==> config.mk <==
export PLATFORM = sky130hd
export DESIGN_NAME = position_hold_attitude_command
export DESIGN_NICKNAME = d
export VERILOG_FILES = /design/src/rtl/core/phac_pkg.sv /design/src/rtl/core/phac_lane.sv /design/src/rtl/core/phac_merge.sv /design/src/rtl/core/position_hold_attitude_command.sv
export SDC_FILE = /design/constraint.sdc
export NUM_CORES = 2
export LEC_CHECK = 0
export BUFFER_PORTS_ARGS = -buffer_cell sky130_fd_sc_hd__buf_2
export CAP_MARGIN = 20
export CORE_ASPECT_RATIO = 0.75
export CORE_MARGIN = 1.5
export CORE_UTILIZATION = 58
export DETAILED_ROUTE_END_ITERATION = 8
export MAX_ROUTING_LAYER = met4
export PLACE_DENSITY = 0.75
export SYNTH_ARGS = -nofsm -noshare
export SYNTH_HDL_FRONTEND = slang
export SYNTH_HIERARCHICAL = 1
export SYNTH_SLANG_ARGS = --single-unit
==> constraint.sdc <==
create_clock -name clk -period 10.58 [get_ports clk]
set_input_delay 1.587 -clock clk [delete_from_list [all_inputs] [get_ports clk]]
set_output_delay 1.587 -clock clk [all_outputs]
set_load 0.03 [all_outputs]
==> src/rtl/core/phac_pkg.sv <==
// Shared types, constants and helper functions for the position-hold attitude command block.
// Holds the tanh table builder that the response lanes evaluate at elaboration.
// No dependencies.
package phac_pkg;

  // data widths
  localparam int unsigned DATA_W         = 16;
  localparam int unsigned CFG_INDEX_W    = 2;
  localparam int unsigned SPAN_SHIFT     = 18;
  localparam int unsigned LANE_STAGES    = 4;
  localparam int unsigned PIPE_STAGES    = 6;

  // tanh table sizing
  localparam int unsigned TANH_DEPTH_DEFAULT = 64;
  localparam int unsigned TANH_DEPTH_MAX     = 1024;
  localparam int unsigned EXP_TERMS          = 24;

  // configuration register indexes
  localparam logic [CFG_INDEX_W-1:0] REG_AMPLITUDE = 2'd0;
  localparam logic [CFG_INDEX_W-1:0] REG_SLOPE     = 2'd1;

  // configuration reset values
  localparam logic [DATA_W-1:0] AMPLITUDE_RESET = 16'd1280;
  localparam logic [DATA_W-1:0] SLOPE_RESET     = 16'd640;

  typedef logic [DATA_W-1:0] tanh_rom_t [TANH_DEPTH_MAX+1];

  // per-stage advance strobes for a response lane, bit 0 loads the first lane stage
  typedef struct packed {
    logic [LANE_STAGES-1:0] adv;
  } lane_ctrl_t;

  // data that travels beside the lanes towards the merge stage
  typedef struct packed {
    logic signed [DATA_W-1:0] avoid_roll;
    logic signed [DATA_W-1:0] avoid_pitch;
    logic signed [DATA_W-1:0] herr;
    logic                     latched;
  } side_t;

  // saturate a 17-bit signed sum to 16 bits
  function automatic logic signed [DATA_W-1:0] sat16(input logic signed [DATA_W:0] v);
    logic signed [DATA_W-1:0] r;
    if (v > 17'sd32767) begin
      r = 16'sh7fff;
    end else if (v < -17'sd32768) begin
      r = -16'sh8000;
    end else begin
      r = v[DATA_W-1:0];
    end
    return r;
  endfunction

  // unsigned 64-bit quotient by shift and subtract, evaluated at elaboration only
  function automatic logic [63:0] udiv64(input logic [63:0] num, input logic [63:0] den);
    logic [64:0] rem;
    logic [63:0] quo;
    rem = '0;
    quo = '0;
    for (int b = 63; b >= 0; b--) begin
      rem = {rem[63:0], num[b]};
      if (rem >= {1'b0, den}) begin
        rem    = rem - {1'b0, den};
        quo[b] = 1'b1;
      end
    end
    return quo;
  endfunction

  // tanh(4k/depth) in unsigned Q0.16, built by Q30 integer arithmetic at elaboration
  function automatic tanh_rom_t build_tanh(input int unsigned depth);
    tanh_rom_t   rom;
    logic [63:0] q30;
    logic [63:0] x;
    logic [63:0] term;
    logic [63:0] e;
    logic [63:0] ts;
    logic [63:0] t;
    logic [63:0] q;
    rom  = '{default: '0};
    q30  = 64'd1 << 30;
    x    = udiv64(64'd8 << 30, 64'(depth));
    term = q30;
    e    = q30;
    for (int n = 1; n < EXP_TERMS; n++) begin
      term = udiv64((term * x) >> 30, 64'(n));
      e    = e + term;
    end
    ts = udiv64((e - q30) << 30, e + q30);
    t  = '0;
    for (int k = 0; k <= TANH_DEPTH_MAX; k++) begin
      if (k <= int'(depth)) begin
        q      = (t + (64'd1 << 13)) >> 14;
        rom[k] = (q > 64'd65535) ? 16'hffff : q[15:0];
        t      = udiv64((t + ts) << 30, q30 + ((t * ts) >> 30));
      end
    end
    return rom;
  endfunction

endpackage

==> src/rtl/core/phac_lane.sv <==
// One response lane: offset magnitude times slope, interpolated tanh, scaled by amplitude.
// Four register stages, each advanced by its own strobe from the top level.
// Depends on phac_pkg.
module phac_lane #(
  parameter int unsigned TANH_TABLE_DEPTH = phac_pkg::TANH_DEPTH_DEFAULT
) (
  input  logic                               clk,
  input  phac_pkg::lane_ctrl_t               ctrl,
  input  logic signed [phac_pkg::DATA_W-1:0] offset,
  input  logic        [phac_pkg::DATA_W-1:0] amplitude,
  input  logic        [phac_pkg::DATA_W-1:0] slope,
  output logic signed [phac_pkg::DATA_W-1:0] resp
);

  localparam int unsigned DW    = phac_pkg::DATA_W;
  localparam int unsigned SPAN  = phac_pkg::SPAN_SHIFT;
  localparam int unsigned IDX_W = $clog2(TANH_TABLE_DEPTH + 1);
  localparam int unsigned POS_W = SPAN + IDX_W;
  localparam phac_pkg::tanh_rom_t TANH_ROM = phac_pkg::build_tanh(TANH_TABLE_DEPTH);
  localparam logic [IDX_W-1:0] LAST_IDX = IDX_W'(TANH_TABLE_DEPTH);

  // stage registers
  logic            big;
  logic [SPAN-1:0] mag_lo;
  logic            neg2;
  logic [DW-1:0]   lo;
  logic [DW-1:0]   hi;
  logic [SPAN-1:0] frac;
  logic            neg3;
  logic [DW-1:0]   th;
  logic            neg4;

  // magnitude of the offset and its product with the slope
  logic signed [DW:0] off_ext;
  logic        [DW:0] off_abs;
  logic      [2*DW-1:0] mag;
  assign off_ext = {offset[DW-1], offset};
  assign off_abs = offset[DW-1] ? (DW+1)'(-off_ext) : (DW+1)'(off_ext);
  assign mag     = off_abs[DW-1:0] * slope;

  always_ff @(posedge clk) begin
    if (ctrl.adv[0]) begin
      big    <= |mag[2*DW-1:SPAN];
      mag_lo <= mag[SPAN-1:0];
      neg2   <= offset[DW-1];
    end
  end

  // table position, index and fraction
  logic [POS_W-1:0] pos;
  logic [IDX_W-1:0] idx;
  logic [IDX_W-1:0] idx_hi;
  assign pos    = POS_W'(mag_lo) * POS_W'(TANH_TABLE_DEPTH);
  assign idx    = pos[POS_W-1:SPAN];
  assign idx_hi = idx + IDX_W'(1);

  always_ff @(posedge clk) begin
    if (ctrl.adv[1]) begin
      if (big) begin
        lo   <= TANH_ROM[LAST_IDX];
        hi   <= TANH_ROM[LAST_IDX];
        frac <= '0;
      end else begin
        lo   <= TANH_ROM[idx];
        hi   <= TANH_ROM[idx_hi];
        frac <= pos[SPAN-1:0];
      end
      neg3 <= neg2;
    end
  end

  // linear interpolation between neighbouring entries
  logic                 rising;
  logic [DW-1:0]        diff;
  logic [DW+SPAN-1:0]   dprod;
  logic [DW-1:0]        step;
  assign rising = (hi >= lo);
  assign diff   = rising ? (hi - lo) : (lo - hi);
  assign dprod  = (DW+SPAN)'(diff) * (DW+SPAN)'(frac);
  assign step   = dprod[DW+SPAN-1:SPAN];

  always_ff @(posedge clk) begin
    if (ctrl.adv[2]) begin
      th   <= rising ? (lo + step) : (lo - step);
      neg4 <= neg3;
    end
  end

  // amplitude scaling with rounding, clamp and sign
  logic [2*DW-1:0]    aprod;
  logic [2*DW:0]      rsum;
  logic [DW:0]        rq;
  logic [DW-2:0]      rclip;
  logic signed [DW-1:0] rpos;
  assign aprod = amplitude * th;
  assign rsum  = {1'b0, aprod} + (2*DW+1)'(33'd32768);
  assign rq    = rsum[2*DW:DW];
  assign rclip = (rq > (DW+1)'(17'd32767)) ? {(DW-1){1'b1}} : rq[DW-2:0];
  assign rpos  = $signed({1'b0, rclip});

  always_ff @(posedge clk) begin
    if (ctrl.adv[3]) begin
      resp <= neg4 ? -rpos : rpos;
    end
  end

endmodule

==> src/rtl/core/phac_merge.sv <==
// Merge stage: adds each lane response to its avoidance command, except on the latch item, and holds the result.
// This is the output register of the block.
// Depends on phac_pkg.
module phac_merge (
  input  logic                               clk,
  input  logic                               load,
  input  phac_pkg::side_t                    side,
  input  logic signed [phac_pkg::DATA_W-1:0] resp_roll,
  input  logic signed [phac_pkg::DATA_W-1:0] resp_pitch,
  output logic signed [phac_pkg::DATA_W-1:0] roll_command,
  output logic signed [phac_pkg::DATA_W-1:0] pitch_command,
  output logic signed [phac_pkg::DATA_W-1:0] heading_error,
  output logic                               target_latched
);

  localparam int unsigned DW = phac_pkg::DATA_W;

  // saturated sums
  logic signed [DW-1:0] roll_sum;
  logic signed [DW-1:0] pitch_sum;
  assign roll_sum  = phac_pkg::sat16((DW+1)'(side.avoid_roll) + (DW+1)'(resp_roll));
  assign pitch_sum = phac_pkg::sat16((DW+1)'(side.avoid_pitch) + (DW+1)'(resp_pitch));

  // output register; the latch item passes the avoidance commands through
  always_ff @(posedge clk) begin
    if (load) begin
      roll_command   <= side.latched ? side.avoid_roll  : roll_sum;
      pitch_command  <= side.latched ? side.avoid_pitch : pitch_sum;
      heading_error  <= side.herr;
      target_latched <= side.latched;
    end
  end

endmodule

==> src/rtl/core/position_hold_attitude_command.sv <==
// Position-hold attitude command: top level with hold target, offset stage,
// two response lanes (pitch from x, roll from y) and the merge stage.
// Depends on phac_pkg, phac_lane and phac_merge.
//
// Usage:
//   Input channel in_valid/in_stall carries avoid_roll, avoid_pitch, pos_x,
//   pos_y and heading; a transaction completes when in_valid is high and
//   in_stall is low. Each transaction yields exactly one result on the
//   out_valid/out_stall channel (roll_command, pitch_command, heading_error,
//   target_latched).
//   Pipeline: six register stages (offset stage, four lane stages for slope
//   multiply, table read, interpolation multiply and amplitude multiply, and
//   the merge register). One item is taken every cycle while in_stall is
//   low; each stage holds while the stage after it is full and stalled, so
//   in_stall rises only once the whole pipeline is backed up behind a
//   stalled output.
//   Configuration: cfg_valid/cfg_ready write cfg_data to register cfg_index
//   (0 amplitude, 1 slope); cfg_ready is always high, other indexes are ignored.
//   Reset (rst, synchronous) empties the pipeline, restores the register
//   defaults and rearms the target, so the next transaction latches it.
module position_hold_attitude_command #(
  parameter int unsigned TANH_TABLE_DEPTH = phac_pkg::TANH_DEPTH_DEFAULT
) (
  input  logic                                    clk,
  input  logic                                    rst,
  input  logic                                    in_valid,
  output logic                                    in_stall,
  input  logic signed [phac_pkg::DATA_W-1:0]      avoid_roll,
  input  logic signed [phac_pkg::DATA_W-1:0]      avoid_pitch,
  input  logic signed [phac_pkg::DATA_W-1:0]      pos_x,
  input  logic signed [phac_pkg::DATA_W-1:0]      pos_y,
  input  logic signed [phac_pkg::DATA_W-1:0]      heading,
  output logic                                    out_valid,
  input  logic                                    out_stall,
  output logic signed [phac_pkg::DATA_W-1:0]      roll_command,
  output logic signed [phac_pkg::DATA_W-1:0]      pitch_command,
  output logic signed [phac_pkg::DATA_W-1:0]      heading_error,
  output logic                                    target_latched,
  input  logic                                    cfg_valid,
  output logic                                    cfg_ready,
  input  logic        [phac_pkg::CFG_INDEX_W-1:0] cfg_index,
  input  logic        [phac_pkg::DATA_W-1:0]      cfg_data
);

  localparam int unsigned DW = phac_pkg::DATA_W;
  localparam int unsigned NS = phac_pkg::PIPE_STAGES;
  localparam int unsigned LS = phac_pkg::LANE_STAGES;

  // configuration registers
  logic [DW-1:0] amplitude;
  logic [DW-1:0] slope;

  assign cfg_ready = 1'b1;

  always_ff @(posedge clk) begin
    if (rst) begin
      amplitude <= phac_pkg::AMPLITUDE_RESET;
      slope     <= phac_pkg::SLOPE_RESET;
    end else if (cfg_valid && cfg_ready) begin
      case (cfg_index)
        phac_pkg::REG_AMPLITUDE: amplitude <= cfg_data;
        phac_pkg::REG_SLOPE:     slope     <= cfg_data;
        default: ;
      endcase
    end
  end

  // pipeline occupancy and per-stage ready
  logic [NS:1] valid;
  logic [NS:1] ready;
  logic        accept;

  always_comb begin
    ready[NS] = !valid[NS] || !out_stall;
    for (int k = NS - 1; k >= 1; k--) begin
      ready[k] = !valid[k] || ready[k+1];
    end
  end

  assign accept    = in_valid && ready[1];
  assign in_stall  = !ready[1];
  assign out_valid = valid[NS];

  always_ff @(posedge clk) begin
    if (rst) begin
      valid <= '0;
    end else begin
      if (ready[1]) begin
        valid[1] <= in_valid;
      end
      for (int k = 2; k <= NS; k++) begin
        if (ready[k]) begin
          valid[k] <= valid[k-1];
        end
      end
    end
  end

  // hold target, latched by the first transaction after reset
  logic                 awaiting;
  logic signed [DW-1:0] target_x;
  logic signed [DW-1:0] target_y;
  logic signed [DW-1:0] target_heading;

  always_ff @(posedge clk) begin
    if (rst) begin
      awaiting       <= 1'b1;
      target_x       <= '0;
      target_y       <= '0;
      target_heading <= '0;
    end else if (accept && awaiting) begin
      awaiting       <= 1'b0;
      target_x       <= pos_x;
      target_y       <= pos_y;
      target_heading <= heading;
    end
  end

  // offset stage: saturated differences against the target
  logic signed [DW-1:0] dx_next;
  logic signed [DW-1:0] dy_next;
  logic signed [DW-1:0] herr_next;
  assign dx_next   = phac_pkg::sat16((DW+1)'(pos_x) - (DW+1)'(target_x));
  assign dy_next   = phac_pkg::sat16((DW+1)'(pos_y) - (DW+1)'(target_y));
  assign herr_next = phac_pkg::sat16((DW+1)'(heading) - (DW+1)'(target_heading));

  logic signed [DW-1:0] dx;
  logic signed [DW-1:0] dy;
  phac_pkg::side_t      side [1:NS-1];

  // offset registers, then side data following the lane stages
  always_ff @(posedge clk) begin
    if (ready[1]) begin
      dx                  <= awaiting ? '0 : dx_next;
      dy                  <= awaiting ? '0 : dy_next;
      side[1].avoid_roll  <= avoid_roll;
      side[1].avoid_pitch <= avoid_pitch;
      side[1].herr        <= awaiting ? '0 : herr_next;
      side[1].latched     <= awaiting;
    end
    for (int k = 2; k <= NS - 1; k++) begin
      if (ready[k]) begin
        side[k] <= side[k-1];
      end
    end
  end

  // response lanes
  phac_pkg::lane_ctrl_t lane_ctrl;
  assign lane_ctrl.adv = ready[LS+1:2];

  logic signed [DW-1:0] resp_pitch;
  logic signed [DW-1:0] resp_roll;

  phac_lane #(
    .TANH_TABLE_DEPTH(TANH_TABLE_DEPTH)
  ) u_lane_x (
    .clk       (clk),
    .ctrl      (lane_ctrl),
    .offset    (dx),
    .amplitude (amplitude),
    .slope     (slope),
    .resp      (resp_pitch)
  );

  phac_lane #(
    .TANH_TABLE_DEPTH(TANH_TABLE_DEPTH)
  ) u_lane_y (
    .clk       (clk),
    .ctrl      (lane_ctrl),
    .offset    (dy),
    .amplitude (amplitude),
    .slope     (slope),
    .resp      (resp_roll)
  );

  // merge stage and output register
  phac_merge u_merge (
    .clk            (clk),
    .load           (ready[NS]),
    .side           (side[NS-1]),
    .resp_roll      (resp_roll),
    .resp_pitch     (resp_pitch),
    .roll_command   (roll_command),
    .pitch_command  (pitch_command),
    .heading_error  (heading_error),
    .target_latched (target_latched)
  );

`ifndef SYNTHESIS
  // the first transaction after reset clears the target request
  a_latch_once: assert property (@(posedge clk) disable iff (rst)
    accept && awaiting |=> !awaiting)
    else $error("target request not cleared after latch transaction");

  // the target is never rearmed without reset
  a_no_rearm: assert property (@(posedge clk) disable iff (rst)
    !awaiting |=> !awaiting)
    else $error("target request rearmed without reset");

  // a latch result carries zero heading error
  a_latch_zero_herr: assert property (@(posedge clk) disable iff (rst)
    out_valid && target_latched |-> heading_error == '0)
    else $error("latch result with non-zero heading error");

  // input is held off only when the first and last stages are occupied and the output is stalled
  a_stall_full: assert property (@(posedge clk) disable iff (rst)
    in_stall |-> valid[1] && valid[NS] && out_stall)
    else $error("input stalled with room in the pipeline");
`endif

endmodule
After elaboration in Yosys (flattened, before gate mapping)
Memory sizes are Yosys's and may differ from the RTL's. A register that Yosys moved wholly into a read port is not among the register bits.
Cells that the tools add are included.
- RAM bits: 245
- memories: 5
- input bits: 103
- bits in read-only memories: 16384
- output and inout port bits: 52
- word-level logic and storage cells: 147
- flip-flop bits (word level): 312
- add/subtract/negate cells: 21
- multiply operators: 6
- mux-type cells: 33
- bitwise operators: 4
- order comparisons: 14
- reductions and logical operators: 23
- equality and inequality tests: 1
- memory list (name ; depth ; width ; read ports ; clocked after Yosys merged registers in ; write ports ; RTL line ; source):
    (no name shown) ; 256 ; 16 ; 1 ; 1 ; 0 ; phac_lane.sv:64 ; lo <= TANH_ROM[idx];
    (no name shown) ; 256 ; 16 ; 1 ; 1 ; 0 ; phac_lane.sv:65 ; hi <= TANH_ROM[idx_hi];
    (no name shown) ; 256 ; 16 ; 1 ; 1 ; 0 ; phac_lane.sv:65 ;
    (no name shown) ; 256 ; 16 ; 1 ; 1 ; 0 ; phac_lane.sv:64 ;
    side ; 5 ; 49 ; 5 ; 0 ; 5 ; position_hold_attitude_command.sv:129 ; phac_pkg::side_t side [1:NS-1];
- operators with widths (cell ; number):
    16-bit two-way mux ; 17
    16-bit by 16-bit multiplier with 32-bit output ; 4
    16-bit subtractor ; 6
    15-bit two-way mux ; 6
    17-bit by 16-bit > comparator with 1-bit output (second input constant) ; 5
    17-bit by 16-bit < comparator with 1-bit output (second input constant) ; 5
    16-bit by 18-bit multiplier with 34-bit output ; 2
    32-bit by 16-bit adder with 33-bit output (second input constant) ; 2
    16-bit by 16-bit subtractor with 17-bit output ; 3
    16-bit by 16-bit adder with 17-bit output ; 2
    17-bit by 15-bit > comparator with 1-bit output (second input constant) ; 2
    16-bit adder ; 2
    16-bit greater-or-equal comparator ; 2
    15-bit negation with 16-bit output ; 2
    16-bit negation ; 2
    14-bit OR reduction ; 2
    6-bit NOT with 8-bit output ; 2
    7-bit NOT with 8-bit output ; 2
    6-bit by 1-bit adder with 7-bit output (second input constant) ; 2
    1-bit two-way mux ; 10
    1-bit logical NOT ; 8
    1-bit logical OR ; 6
    2-bit AND reduction ; 2
    2-bit OR reduction ; 2
    other kinds (3) ; 4

Depth between registers and ports, before layout
- depth after elaboration: 9
- gate-level depth with buffers: 53

Modules after synthesis
The synthesis kept the hierarchy.
- modules (own cells, without submodules) (module ; instances ; cells an instance ; area each (sq um) ; sequential area each (sq um)):
    phac_lane (u_lane_y) ; 1 ; 3833 ; 32633.8 ; 2942.8
    phac_lane (u_lane_x) ; 1 ; 3789 ; 32507.4 ; 2942.8
    position_hold_attitude_command ; 1 ; 1162 ; 14549.0 ; 10059.6
    phac_merge ; 1 ; 375 ; 3734.8 ; 1471.4

Worst setup path after synthesis
No wires, ideal clock.
- kind: flip-flop to flip-flop
- start point: register u_lane_x.lo[13]
- end point: register u_lane_x.th[15], data pin
- library setup time: 260 ps
- slack: -98 ps
- stages on the path, launching flop included: 47
- arrival time: 10418 ps
- buffers on the path: 3
- clock period less this slack: 10678 ps
- cell sequence: edfxtp_1 -> inv_1 -> ha_1 -> buf_2 -> a21o_1 -> a221oi_1 -> o21a_2 -> and2_1 -> buf_2 -> mux2_2 -> nand2_1 -> nand2_1 -> a31oi_1 -> o21ai_1 -> a21oi_1 -> mux2i_1 -> clkbuf_1 -> nand3_1 -> (+11 left out) -> and2_1 -> and3_1 -> nand2_1 -> and3b_1 -> or3_1 -> a211o_1 -> or2_1 -> nor3b_1 -> nor2_1 -> xnor2_1 -> ha_1 -> nor2_1 -> a311oi_1 -> a21o_1 -> a21oi_1 -> xnor2_1 -> xnor2_1 -> xnor2_1
- word-level cells in the longest chain between the ends: 5
- elaborated cells on any way between the ends: 8
- ends and longest elaborated chain (item ; RTL line ; source):
    start, declared ; phac_lane.sv:26 ; logic [DW-1:0] lo;
    16-bit subtractor / 16-bit greater-or-equal comparator (equally long branches) ; phac_lane.sv:78, phac_lane.sv:77 ;
    16-bit two-way mux ; phac_lane.sv:78 ; assign diff = rising ? (hi - lo) : (lo - hi);
    16-bit by 18-bit multiplier with 34-bit output ; phac_lane.sv:79 ; assign dprod = (DW+SPAN)'(diff) * (DW+SPAN)'(frac);
    16-bit subtractor / 16-bit adder (equally long branches) ; phac_lane.sv:84 ; th <= rising ? (lo + step) : (lo - step);
    16-bit two-way mux (*) ; phac_lane.sv:84 ;
    end signal, assigned ; phac_lane.sv:84 ;
    end, declared ; phac_lane.sv:30 ; logic [DW-1:0] th;
Mark *: on every way between the ends. The rest lies on a longest branch, timed or not.
A chain may end at the register's enable or synchronous reset.

Worst setup path after layout
- start point: register u_lane_y.hi[0]
- end point: register u_lane_y.th[15], data pin
- word-level cells in the longest chain between the ends: 5
- elaborated cells on any way between the ends: 8
- ends and longest elaborated chain (item ; RTL line ; source):
    start, declared ; phac_lane.sv:27 ; logic [DW-1:0] hi;
    16-bit subtractor / 16-bit greater-or-equal comparator (equally long branches) ; phac_lane.sv:78, phac_lane.sv:77 ;
    16-bit two-way mux ; phac_lane.sv:78 ;
    16-bit by 18-bit multiplier with 34-bit output ; phac_lane.sv:79 ;
    16-bit subtractor / 16-bit adder (equally long branches) ; phac_lane.sv:84 ;
    16-bit two-way mux (*) ; phac_lane.sv:84 ;
    end signal, assigned ; phac_lane.sv:84 ;
    end, declared ; phac_lane.sv:30 ;
Marked as above.

==> results.md <==
- Outcome: complete, no violations
- CTS tree: yes
- Sink Count: 609
- CP endpoint kind: flip-flop
- Max IR drop VDD: 0.396 mV
- GRT Resource Usage Total: 31.6%
- P_sw: 13.2 mW
- Number of port buffers: 153
- Max Cap Violations: 0
- Dpl ws: -217 ps
- Final hold violations: 0
- H-tree depth: 3
- Post-Syn Area per Cell: 9.11 sq um
- Post-CTS Hold Fix Bufs: 0
- Layout cells sized above 1: 9.20%
- CP Max Fanout: 4
- Avg WL per Cell: 19.7 microns
- CP Class: reg -> reg
- Clock Path Buffers: 3
- Vias in the first global route: 67.4k
- Slowest stage cell, crit path: fa_1
- Fin cells: 11.3k
- Leakage: 43.4 nW
- Antenna Violating Nets Remaining: 0
- Top flop regs: side: 245 flops, u_lane_x/mag_lo: 18 flops, u_lane_y/mag_lo: 18 flops
- Synth Area in XOR/XNOR: 2.99%
- Setup ws final: 171 ps
- TritonCTS buffer count: 68
- Top-level port count: 155
- Final Core Density: 63.8%
- Syn nets: 11.2k
- Vias per std cell: 5.82
- # rows: 120
- Adder-cell share of the synthesized area: 38.3%
- Worst slew margin: 25.0%
- Cell Int Power: 12.5 mW
- Die width: 441 microns
- Post-Syn Area: 83400 sq um
- First-pass GRT wire length: 359000 microns
- Starting DRT DRC Count: 5797
- Most frequent cell after synthesis: inv_1
- Combinational group share of total power: 75.9%
- Post-synth EDFFs: 522
- Ys async rst share: 0%
- Final Power: 25.6 mW
- RSZ-0062 raised after global routing: yes
- Via count: 65.6k
- CP Launch Type: flip-flop
- Most common cell type on the critical path: fa_1
- Top cells by area, synth: fa_1, edfxtp_1, ha_1
- Largest Register: side
- Starting Density: 58.4%
- Die ar.: 146000 sq um
- Yosys cell types: 122
- Main synth FF type: edfxtp_1
- Measured slew at the worst slew-check pin: 1120 ps
- Complex-gate fraction of the synthesized area: 12.0%
- Final period utilization: 98.4%
- Clock slew at reported path FFs: 70 ps
- Global route total overflow: 0
- Core area: 143000 sq um
- FF+latch count, synth: 609
- Critical Path AT: 10810 ps
- Area share of the largest cell type after synthesis: 25.5%
- Fraction of the mapped netlist area in simple logic gates: 16.6%
- Area grow syn2layout: 9.16%
- Max reg flops: 245
- PwrDens: 282 nW/um^2
- 1st-pass router iterations: 7
- Routed Wire Length: 223000 microns
- Sequential Power Share: 14.2%
- Type of the worst min-delay path: reg -> reg
- Fin crit period: 10410 ps
- Drc violations: 0
- Sequential cell area fraction in the yosys report: 20.9%
- Sw Share: 51.3%
- Root Driver: clkbuf_16
- Fin Clk Skew: 35.5 ps
- Area leader, netlist: fa_1
- CP required: 10980 ps
- DP Wirelength: 171000 microns
- Die Y: 331 microns
- Clock Latency Late Sink: 690 ps
- Syn. warnings: 6
- Multiplexer area fraction after synthesis: 0.534%
- FMAX: 0.0961 GHz
- Slew Viols, Final: 0
- Post-synth top cells: inv_1, nand2_1, fa_1
- Dpl cells: 11.1k
- Combinational family with the most area after synthesis: adder cells
- Largest net degree at the start of global routing: 88
- Clock power frac: 10.0%
- Setup violations, final: 0
- Initial antenna violation count: 11
- Post-Syn Instances: 9159
- Gpl congestion: 0.973
- Slowest stage delay, CP: 540 ps
- Nets: 11.3k
==> layout by cell type, fill, tap and decap left out, drive strengths merged, types with 18 or more instances in the layout <==
cell	n
inv	1520
nand2	1159
fa	1061
ha	844
and2	675
edfxtp	522
buf	509
a21oi	498
o21ai	347
nor2	339
xnor2	208
a21o	135
nor2b	132
nand3	128
nor3	88
dfxtp	87
clkbuf	83
xor2	77
a31oi	74
nand2b	69
a211oi	58
o211ai	56
and3	46
o22ai	45
o21a	35
nand4	34
mux2i	34
o21bai	32
o31ai	31
clkinv	26
nand3b	24
a2111oi	24
or3	23
o221ai	21
o311ai	20
a221oi	20
or2	18
==> logic make-up after synthesis <==
| logic type | Yosys count |
|---|---|
| flip-flops | 609 |
| multiplexers | 43 |
| AND/OR/NAND/NOR | 2806 |
| other | 1 |
| buffers and inverters | 1936 |
| AO/OA/AOI/OAI | 1560 |
| XOR/XNOR | 285 |
| adder cells (fa/ha/maj) | 1919 |
==> path summary, 6_finish.rpt <==
| kind | start | to | slack (ps) | cells past startpoint |
|---|---|---|---|---|
| worst min-delay path | side[0][14] | side[0][63] | 400 | 0 |
| worst max register to register | u_lane_y/hi[0] | u_lane_y/th[15] | 170 | 46 |
| worst min register to register | side[0][14] | side[0][63] | 400 | 0 |
| worst max-delay path | u_lane_y/hi[0] | u_lane_y/th[15] | 170 | 46 |
==> repair_timing <==
| action | 4_1_cts | 5_1_grt |
|---|---|---|
| gates resized for setup | 25 | 159 |
| pin swaps | 5 | 83 |
| setup endpoints to repair | 5 | 11 |
| buffers inserted | 4 | 26 |
==> stage by stage <==
| stage | hold slack [ps] | TNS (ps) | cell area, sq um |
|---|---|---|---|
| final | 396 | 0 | 91100 |
| after global placement | 402 | -189 | 87500 |
| after detailed placement | 405 | -599 | 87600 |
| after CTS | 391 | 0 | 90100 |
| after global routing | 394 | -749 | 91100 |
| after floorplan | 400 | 0 | 83400 |
==> critical path, delay by kind of cell (launching register included) <==
kind | cells | cell delay [ps]
adder cells (fa/ha/maj) | 10 | 4140
AO/OA/AOI/OAI | 12 | 2000
AND/OR/NAND/NOR | 10 | 1940
XOR/XNOR | 6 | 840
buffers and inverters | 7 | 610
flip-flops | 1 | 400
multiplexers | 1 | 210
==> layout make-up <==
type                            instances  area, sq um
Sequential cell                       609        17400
Inverter                             1520         5710
Antenna cell                           10         25.0
Fill cell                           11669        51700
Clock inverter                         42          572
Timing Repair Buffer                  510         3500
Tap cell                             1891         2370
Clock buffer                           82         1820
Multi-Input combinational cell       6614        59700
==> power by group through the flow <==
stage          sequential (mW)  combinational, mW  clock (mW)
3_3_place_gp              3.65               17.5           0
4_1_cts                   3.63               18.1        2.61
3_5_place_dp              3.67               17.7           0
2_1_floorplan             3.56               12.4           0
6_report                  3.64               19.5        2.55
5_1_grt                   3.67               21.2        2.69
==> per-layer routing <==
layer / global-route usage, % / vias to the layer above / part of all wire [%]
met5: - / - / 0
met4: 8.28 / 0 / 2.5
met3: 5.87 / 377 / 8.6
met2: 47.7 / 2702 / 45
met1: 43.9 / 32340 / 44
li1: - / 30210 / -
Power figures use the tool's default switching activity.
